[src/rtl/wcs_pkg.sv]
// Package with the CRC-32 constants, widths and byte update functions of the shingle hasher.
`timescale 1ns / 1ps

package wcs_pkg;

  localparam int MAX_WINDOW_DEFAULT = 16;
  localparam int SYMBOL_W = 8;
  localparam int HASH_W = 32;
  localparam int SHINGLE_LEN_W = 5;
  localparam logic [SHINGLE_LEN_W-1:0] SHINGLE_LEN_RESET = 5'd8;

  localparam logic [HASH_W-1:0] CRC_POLY_REFLECTED = 32'hEDB88320;
  localparam logic [HASH_W-1:0] CRC_INIT = 32'hFFFFFFFF;
  localparam logic [HASH_W-1:0] CRC_XOROUT = 32'hFFFFFFFF;

  // Table entry for one byte index: eight bit steps of the reflected CRC.
  function automatic logic [HASH_W-1:0] crc_table(input logic [SYMBOL_W-1:0] idx);
    logic [HASH_W-1:0] c;
    c = {{(HASH_W - SYMBOL_W){1'b0}}, idx};
    for (int k = 0; k < SYMBOL_W; k++) begin
      if (c[0]) begin
        c = (c >> 1) ^ CRC_POLY_REFLECTED;
      end else begin
        c = c >> 1;
      end
    end
    return c;
  endfunction

  // Absorbs one byte into a running CRC.
  function automatic logic [HASH_W-1:0] crc_byte(input logic [HASH_W-1:0] crc,
                                                 input logic [SYMBOL_W-1:0] b);
    return (crc >> SYMBOL_W) ^ crc_table(crc[SYMBOL_W-1:0] ^ b);
  endfunction

endpackage

[src/rtl/wcs_if.sv]
// Valid/ready channel interfaces for the input characters and the result words.
`timescale 1ns / 1ps

interface wcs_in_if;
  logic valid;
  logic ready;
  logic [wcs_pkg::SYMBOL_W-1:0] symbol;
  logic last_of_sequence;

  modport source (output valid, output symbol, output last_of_sequence, input ready);
  modport sink (input valid, input symbol, input last_of_sequence, output ready);
endinterface

interface wcs_out_if;
  logic valid;
  logic ready;
  logic hash_valid;
  logic [wcs_pkg::HASH_W-1:0] shingle_hash;
  logic sequence_end;

  modport source (output valid, output hash_valid, output shingle_hash, output sequence_end,
                  input ready);
  modport sink (input valid, input hash_valid, input shingle_hash, input sequence_end,
                output ready);
endinterface

[src/rtl/wcs_cell.sv]
// One cell of the CRC chain: holds the running CRC of the window that started at its depth.
`timescale 1ns / 1ps

module wcs_cell (
  input  logic                        clk,
  input  logic                        en,
  input  logic [wcs_pkg::HASH_W-1:0]   crc_in,
  input  logic [wcs_pkg::SYMBOL_W-1:0] symbol,
  output logic [wcs_pkg::HASH_W-1:0]   crc_next,
  output logic [wcs_pkg::HASH_W-1:0]   crc
);

  assign crc_next = wcs_pkg::crc_byte(crc_in, symbol);

  always_ff @(posedge clk) begin
    if (en) begin
      crc <= crc_next;
    end
  end

endmodule

[src/rtl/window_crc32_shingler.sv]
// Top level of the sliding-window CRC-32 shingle hasher.
`timescale 1ns / 1ps

// The block takes one character per clock cycle as long as its result words are
// taken as they appear, and returns one result word per character in the cycle after
// it is accepted, from an output register. A character is accepted only when that
// register is empty or its word is taken in the same cycle, so a result that waits
// stalls the input until it is taken. A row of
// MAX_WINDOW cells holds the running CRC-32 of every window that ends at the
// newest character; on each accepted character every cell absorbs the new byte into the CRC its
// neighbor held, so the hash of the last shingle_len characters is the output of
// cell shingle_len-1. The result hash is valid once the current sequence has at
// least shingle_len characters; otherwise hash_valid and shingle_hash are zero.
// There is no clearing pass after reset.
module window_crc32_shingler #(
  parameter int MAX_WINDOW = wcs_pkg::MAX_WINDOW_DEFAULT
) (
  input  logic                             clk,
  input  logic                             rst,
  input  logic                             cfg_we,
  input  logic [wcs_pkg::SHINGLE_LEN_W-1:0] cfg_data,
  wcs_in_if.sink                           din,
  wcs_out_if.source                        dout
);

  localparam int CNT_W = $clog2(MAX_WINDOW + 1);
  localparam int IDX_W = (MAX_WINDOW > 1) ? $clog2(MAX_WINDOW) : 1;
  localparam int CMP_W = (CNT_W > wcs_pkg::SHINGLE_LEN_W) ? CNT_W : wcs_pkg::SHINGLE_LEN_W;

  logic [wcs_pkg::SHINGLE_LEN_W-1:0] shingle_len;
  logic [CNT_W-1:0]                  fill_count;
  logic [CNT_W-1:0]                  fill_inc;
  logic [CNT_W-1:0]                  fill_count_next;
  logic [CMP_W-1:0]                  len_ext;
  logic [CMP_W-1:0]                  eff_len;
  logic [IDX_W-1:0]                  sel;
  logic                              accept;
  logic                              window_full;

  logic [wcs_pkg::HASH_W-1:0] cell_crc  [MAX_WINDOW];
  logic [wcs_pkg::HASH_W-1:0] cell_next [MAX_WINDOW];

  assign accept = din.valid && din.ready;
  assign din.ready = !dout.valid || dout.ready;

  genvar i;
  generate
    for (i = 0; i < MAX_WINDOW; i++) begin : g_cell
      if (i == 0) begin : g_head
        wcs_cell u_cell (
          .clk      (clk),
          .en       (accept),
          .crc_in   (wcs_pkg::CRC_INIT),
          .symbol   (din.symbol),
          .crc_next (cell_next[i]),
          .crc      (cell_crc[i])
        );
      end else begin : g_body
        wcs_cell u_cell (
          .clk      (clk),
          .en       (accept),
          .crc_in   (cell_crc[i-1]),
          .symbol   (din.symbol),
          .crc_next (cell_next[i]),
          .crc      (cell_crc[i])
        );
      end
    end
  endgenerate

  always_comb begin
    len_ext = CMP_W'(shingle_len);
    if (len_ext == '0) begin
      eff_len = CMP_W'(1);
    end else if (len_ext > CMP_W'(MAX_WINDOW)) begin
      eff_len = CMP_W'(MAX_WINDOW);
    end else begin
      eff_len = len_ext;
    end
    sel = IDX_W'(eff_len - CMP_W'(1));
    if (fill_count == CNT_W'(MAX_WINDOW)) begin
      fill_inc = fill_count;
    end else begin
      fill_inc = fill_count + CNT_W'(1);
    end
    window_full = CMP_W'(fill_inc) >= eff_len;
    fill_count_next = din.last_of_sequence ? '0 : fill_inc;
  end

  always_ff @(posedge clk) begin
    if (rst) begin
      shingle_len <= wcs_pkg::SHINGLE_LEN_RESET;
      fill_count <= '0;
      dout.valid <= 1'b0;
    end else begin
      if (cfg_we) begin
        shingle_len <= cfg_data;
      end
      if (accept) begin
        fill_count <= fill_count_next;
        dout.valid <= 1'b1;
      end else if (dout.ready) begin
        dout.valid <= 1'b0;
      end
    end
  end

  always_ff @(posedge clk) begin
    if (accept) begin
      dout.hash_valid <= window_full;
      dout.shingle_hash <= window_full ? (cell_next[sel] ^ wcs_pkg::CRC_XOROUT) : '0;
      dout.sequence_end <= din.last_of_sequence;
    end
  end

`ifndef SYNTHESIS
  a_fill_bound: assert property (@(posedge clk) disable iff (rst)
    fill_count <= CNT_W'(MAX_WINDOW))
    else $error("fill count above window depth");

  a_restart: assert property (@(posedge clk) disable iff (rst)
    accept && din.last_of_sequence |=> fill_count == '0)
    else $error("fill count did not restart after the last character");

  a_result: assert property (@(posedge clk) disable iff (rst)
    accept |=> dout.valid && dout.sequence_end == $past(din.last_of_sequence))
    else $error("accepted character gave no result word");

  a_no_hash_zero: assert property (@(posedge clk) disable iff (rst)
    dout.valid && !dout.hash_valid |-> dout.shingle_hash == '0)
    else $error("hash not zero without a full window");

  a_first_char: assert property (@(posedge clk) disable iff (rst)
    accept && fill_count == '0 && eff_len > CMP_W'(1) |=> !dout.hash_valid)
    else $error("hash flagged on the first character of a sequence");
`endif

endmodule
[src/flat_wrapper.sv]
// flat-port wrapper written by rule: the top's interface ports become plain ports
module window_crc32_shingler_flat 
#(
  parameter int MAX_WINDOW = wcs_pkg::MAX_WINDOW_DEFAULT
)
  (clk, rst, cfg_we, cfg_data, din_valid, din_symbol, din_last_of_sequence, din_ready, dout_valid, dout_hash_valid, dout_shingle_hash, dout_sequence_end, dout_ready);
  wcs_in_if din_i ();
  wcs_out_if dout_i ();
  input  logic clk;
  input  logic rst;
  input  logic cfg_we;
  input  logic [wcs_pkg::SHINGLE_LEN_W-1:0] cfg_data;
  input wire logic [$bits(din_i.valid)-1:0] din_valid;
  input wire logic [$bits(din_i.symbol)-1:0] din_symbol;
  input wire logic [$bits(din_i.last_of_sequence)-1:0] din_last_of_sequence;
  output wire logic [$bits(din_i.ready)-1:0] din_ready;
  output wire logic [$bits(dout_i.valid)-1:0] dout_valid;
  output wire logic [$bits(dout_i.hash_valid)-1:0] dout_hash_valid;
  output wire logic [$bits(dout_i.shingle_hash)-1:0] dout_shingle_hash;
  output wire logic [$bits(dout_i.sequence_end)-1:0] dout_sequence_end;
  input wire logic [$bits(dout_i.ready)-1:0] dout_ready;
  assign din_i.valid = din_valid;
  assign din_i.symbol = din_symbol;
  assign din_i.last_of_sequence = din_last_of_sequence;
  assign din_ready = din_i.ready;
  assign dout_valid = dout_i.valid;
  assign dout_hash_valid = dout_i.hash_valid;
  assign dout_shingle_hash = dout_i.shingle_hash;
  assign dout_sequence_end = dout_i.sequence_end;
  assign dout_i.ready = dout_ready;
  window_crc32_shingler #(.MAX_WINDOW(MAX_WINDOW)) u_core (.clk(clk), .rst(rst), .cfg_we(cfg_we), .cfg_data(cfg_data), .din(din_i), .dout(dout_i));
endmodule
[config.mk]
export PLATFORM = sky130hd
export DESIGN_NAME = window_crc32_shingler_flat
export DESIGN_NICKNAME = d
export VERILOG_FILES = /design/src/rtl/wcs_pkg.sv /design/src/rtl/wcs_if.sv /design/src/rtl/wcs_cell.sv /design/src/rtl/window_crc32_shingler.sv /design/src/flat_wrapper.sv
export SDC_FILE = /design/constraint.sdc
export NUM_CORES = 1
export LEC_CHECK = 0
export BUFFER_PORTS_ARGS = -buffer_cell sky130_fd_sc_hd__buf_2
export CAP_MARGIN = 5
export CELL_PAD_IN_SITES_DETAIL_PLACEMENT = 1
export CELL_PAD_IN_SITES_GLOBAL_PLACEMENT = 1
export CORE_ASPECT_RATIO = 1.25
export CORE_UTILIZATION = 56
export DETAILED_ROUTE_END_ITERATION = 6
export HOLD_SLACK_MARGIN = 0.15
export PLACE_DENSITY_LB_ADDON = 0.1
export SLEW_MARGIN = 10
export SYNTH_ARGS = -nofsm -noshare
export SYNTH_HDL_FRONTEND = slang
export SYNTH_HIERARCHICAL = 1
export SYNTH_SLANG_ARGS = --single-unit
export TNS_END_PERCENT = 5
[constraint.sdc]
create_clock -name clk -period 18.2 [get_ports clk]
set_clock_uncertainty 0.1 [all_clocks]
set_input_delay 3.64 -clock clk [delete_from_list [all_inputs] [get_ports clk]]
set_output_delay 3.64 -clock clk [all_outputs]
set_load 0.02 [all_outputs]
== Word-level counts from Yosys, hierarchy flattened ==
Index checks and enable logic that the tools add are counted.

* Add/subtract/negate cells: 2
* $lt $le $gt $ge: 3
* Equal/unequal tests: 1
* Muxes and demuxes: 137
* Bitwise logic cells: 162
* Reduce and logical (&&, ||, !) cells: 5

{| class="wikitable"
|+ Operators by type and width
! operator !! number
|-
| $mux W32 || 130
|-
| $not A13 Y14 || 112
|-
| $xor A24 B32 Y32 || 15
|-
| $not A1 Y14 || 16
|-
| $bmux W32 S4 || 1
|-
| $xor A8 B8 Y8 || 15
|-
| $not A32 Y32 || 1
|-
| $not A24 Y24 || 1
|-
| $mux W5 || 4
|-
| $not A8 Y8 || 1
|-
| $add A5 B1 Y5 const B || 1
|-
| $eq A5 B5 Y1 const B || 1
|-
| $ge A5 B5 Y1 || 1
|-
| $ge A5 B5 Y1 const B || 1
|-
| $gt A5 B5 Y1 const B || 1
|-
| $logic_not A5 Y1 || 1
|-
| $not A4 Y5 || 1
|-
| $sub A4 B1 Y4 const B || 1
|-
| $mux W1 || 2
|-
| $reduce_bool A2 Y1 || 1
|-
| $logic_and A1 B1 Y1 || 1
|-
| $logic_not A1 Y1 || 1
|-
| $logic_or A1 B1 Y1 || 1
|}

* Bits in registers: 525
* Output and inout bits: 36
* Logic and storage cells: 331

== Depth between registers and ports, before layout ==
* Depth after elaboration: 22
* Mapped depth: 12
* Mapped depth without buffers: 10

== By module ==
The synthesis kept the hierarchy.

{| class="wikitable"
|+ Modules (own cells, without submodules)
! module !! times used !! cells an instance !! area each (um^2) !! sequential area each (um^2)
|-
| wcs_cell || 16 || 102 || 1789.2 || 960.9
|-
| window_crc32_shingler || 1 || 382 || 5765.5 || 1241.2
|}

== Worst setup path after synthesis ==
No wires, ideal clock.

* Path kind: input -> register
* From: input dout_ready
* To: register u_core.dout.hash_valid (enable)
* Library setup time: 0.890 ns
* Data arrival time: 14.603 ns
* Data required time: 17.210 ns
* Setup slack: 2.607 ns
* Stages on the path: 3
* Path buffers: 0
* Path through: nand2b_1 nand2_1 inv_1

* Longest elaborated chain between the ends: 2

{| class="wikitable"
|+ RTL lines
! what !! line !! source
|-
| start, declared || flat_wrapper.sv:21 || <nowiki>input wire logic [$bits(dout_i.ready)-1:0] dout_ready;</nowiki>
|-
| $logic_or A1 B1 Y1 || window_crc32_shingler.sv:44 || <nowiki>assign din.ready = !dout.valid || dout.ready;</nowiki>
|-
| $logic_and A1 B1 Y1 || window_crc32_shingler.sv:43 || <nowiki>assign accept = din.valid && din.ready;</nowiki>
|-
| net u_core.accept || window_crc32_shingler.sv:37 || <nowiki>logic accept;</nowiki>
|-
| end signal, assigned || window_crc32_shingler.sv:110 || <nowiki>dout.hash_valid <= window_full;</nowiki>
|-
| end, declared || wcs_if.sv:21 || <nowiki>modport source (output valid, output hash_valid, output shingle_hash, output sequence_end,</nowiki>
|}

The timed path passes the listed nets, and every way through them passes these cells.
A chain may end at the register's enable or synchronous reset.

== Final worst setup path ==
* From: input dout_ready
* To: output din_ready

* Longest elaborated chain between the ends: 1

{| class="wikitable"
|+ RTL lines
! what !! line !! source
|-
| $logic_or A1 B1 Y1 || window_crc32_shingler.sv:44 ||
|-
| end, declared || flat_wrapper.sv:16 || <nowiki>output wire logic [$bits(din_i.ready)-1:0] din_ready;</nowiki>
|}

Every way passes these cells.

==> flow_metrics.py <==
metrics = {
    "sta": {
        "timing.hold.ws_ns": 0.451,
        "timing.fmax_mhz": 128,
        "relSlewSlack": 0.230,
        "setup_viol": 0,
        "period_share": 0.429,
        "finalWorstPathRequiredPeriod_ns": 7.81,
        "report.final.slew_viol_count": 0,
        "rsz0062_at_grt": "false",
        "worstMarginPinSlew_ns": 1.15,
        "hold_viol_final": 0,
        "final.setup.tns_ns": 0,
    },
    "logic_synthesis": {
        "yosysWarnings": 6,
        "netlist_instances": 1982,
        "synth.avg_cell_area_um2": 16.9,
        "mappedNetlistArea_um2": 33400,
    },
    "global_route": {
        "antenna_found_initial": 7,
        "track_usage": 0.339,
        "busiest_layer": "met2",
        "grtUsageMet1": 0.440,
        "grt_pass1_vias": 18637,
        "overflow": 0,
        "grt_pass1_wl_um": 141000,
        "grt_start_max_net_pins": 160,
        "grtUsageMet3": 0.0523,
        "use_met2": 0.565,
    },
    "cells_and_area": {
        "multi_input_area_um2": 17600,
        "insertedDiodeCount": 0,
        "final_cell_mix": "xnor2_1 (756), edfxtp_1 (514), mux4_2 (128)",
        "fin_nets": 2138,
        "area_growth_pct": 9.69,
        "fillers": 5172,
        "regArea_um2": 15700,
        "mostFrequentLayoutCell": "xnor2_1",
        "drive_gt1_frac": 0.250,
    },
    "place": {
        "dp_hpwl_um": 74800,
        "port_buffers": 54,
        "place.gp.congestion": 0.955,
    },
    "setup_path": {
        "critPathBufInv": 2,
        "criticalPathCategory": "in -> out",
        "cp_slowest_cell": "buf_2",
        "cp_top_family": "buffers and inverters",
        "critPathCaptureType": "output port",
        "regToRegStartpoint": "u_core/len_ext[1]",
        "ff2ff_setup_slack_ns": 13.26,
        "r2r_end": "u_core/dout.shingle_hash[14]",
        "arrival_ns": 4.07,
        "worst-path-max-fanout": 3,
        "start_kind": "primary input",
        "rr_worst_depth": 9,
        "cp_common_cell": "buf_2",
        "crit_chain": "buf_2 -> nand2b_1 -> buf_2",
        "critical_path_required_ns": 14.46,
        "slowest_delay_ns": 0.17,
        "worstSetupPathDepth": 3,
    },
    "clock_tree": {
        "tritoncts.num_buffers": 55,
        "cts_buffer_depth": 3,
        "postCtsSetupBuffers": 0,
        "path_clk_slew_ns": 0.06,
        "ctsHoldBuffers": 0,
        "cts-htree-levels": 2,
        "clk_latency_ns": 0.63,
        "root_buffer": "clkbuf_16",
        "ctsResizeCount": 0,
        "cts_sinks": 525,
        "cts_tree": "done",
    },
    "routing": {
        "postRouteAntennaNets": 0,
        "via_per_inst": 6.03,
        "drt-initial-drc-count": 1923,
        "vias": 17549,
        "remaining_drc_errors": 5,
        "drt_pass1_iterations": 7,
        "routedWlPerCell_um": 34.1,
        "postRouteWirelength_um": 99200,
    },
    "worst_hold_path": {
        "whs_endpoint": "u_core/dout.valid",
        "holdPathStages": 2,
        "hold_start": "u_core/dout.valid",
        "hp-class": "reg -> reg",
    },
    "status": {
        "status": "complete, but fails checks",
        "violations": "design-rule violations",
    },
    "die": {
        "core_um2": 58700,
        "die_w_um": 221,
        "rows": 99,
        "die_h_um": 275,
        "start_util": 0.569,
        "io_pins": 55,
        "die-area_um2": 60700,
    },
    "flow_run": {
        "max_cap_viol_count": 0,
    },
}
-- worst max-delay path by stage --
stage | startpoint | end | slack [ns]
after global placement | dout_ready | din_ready | 10.39
after global routing | dout_ready | din_ready | 10.38
after CTS | dout_ready | din_ready | 10.39
final | dout_ready | din_ready | 10.39
after floorplan | dout_ready | u_core/dout.hash_valid | 3.25
after detailed placement | dout_ready | din_ready | 10.39
-- metal layers --
layer	part of all wire	up-vias
li1	-	7349
met3	0.075	169
met1	0.38	9260
met4	0.049	4
met2	0.50	767
met5	0.00027	-
-- state kept, by name, summed over array words and instances, names as in the netlist --
| signal | count |
|---|---|
| u_core/dout.hash_valid | 1 |
| u_core/dout.sequence_end | 1 |
| u_core/dout.shingle_hash | 32 |
| u_core/dout.valid | 1 |
| u_core/fill_count | 5 |
| u_core/g_cell.g_body.u_cell/crc | 448 |
| u_core/g_cell.g_head.u_cell/crc | 32 |
| u_core/len_ext | 5 |
-- per-stage QoR --
stage	utilization	instance area (um^2)	instances	setup WS [ns]
after floorplan	-	33500	2013	3.25
after global placement	0.593	34800	2812	10.39
after detailed placement	0.593	34800	2812	10.39
after CTS	0.625	36700	2911	10.39
after global routing	0.625	36700	2911	10.38
final	0.625	36700	2911	10.39
-- area by class of cell --
| type | count | area share |
|---|---|---|
| Clock buffer | 63 | 0.0389 |
| Clock inverter | 36 | 0.0114 |
| Inverter | 22 | 0.00246 |
| Multi-Input combinational cell | 1423 | 0.480 |
| Sequential cell | 525 | 0.427 |
| Tap cell | 757 | 0.0258 |
| Timing Repair Buffer | 85 | 0.0143 |
-- tightest hold or removal path, delay by kind of cell (launching register included) --
| kind | cells | cell delay, ns |
|---|---|---|
| flip-flops | 1 | 0.31 |
| AND/OR/NAND/NOR | 1 | 0.10 |
| AO/OA/AOI/OAI | 1 | 0.08 |
Power is left out: the tool's default activity adds up to more than one toggle a clock period on the data nets, which glitch-free logic cannot reach.
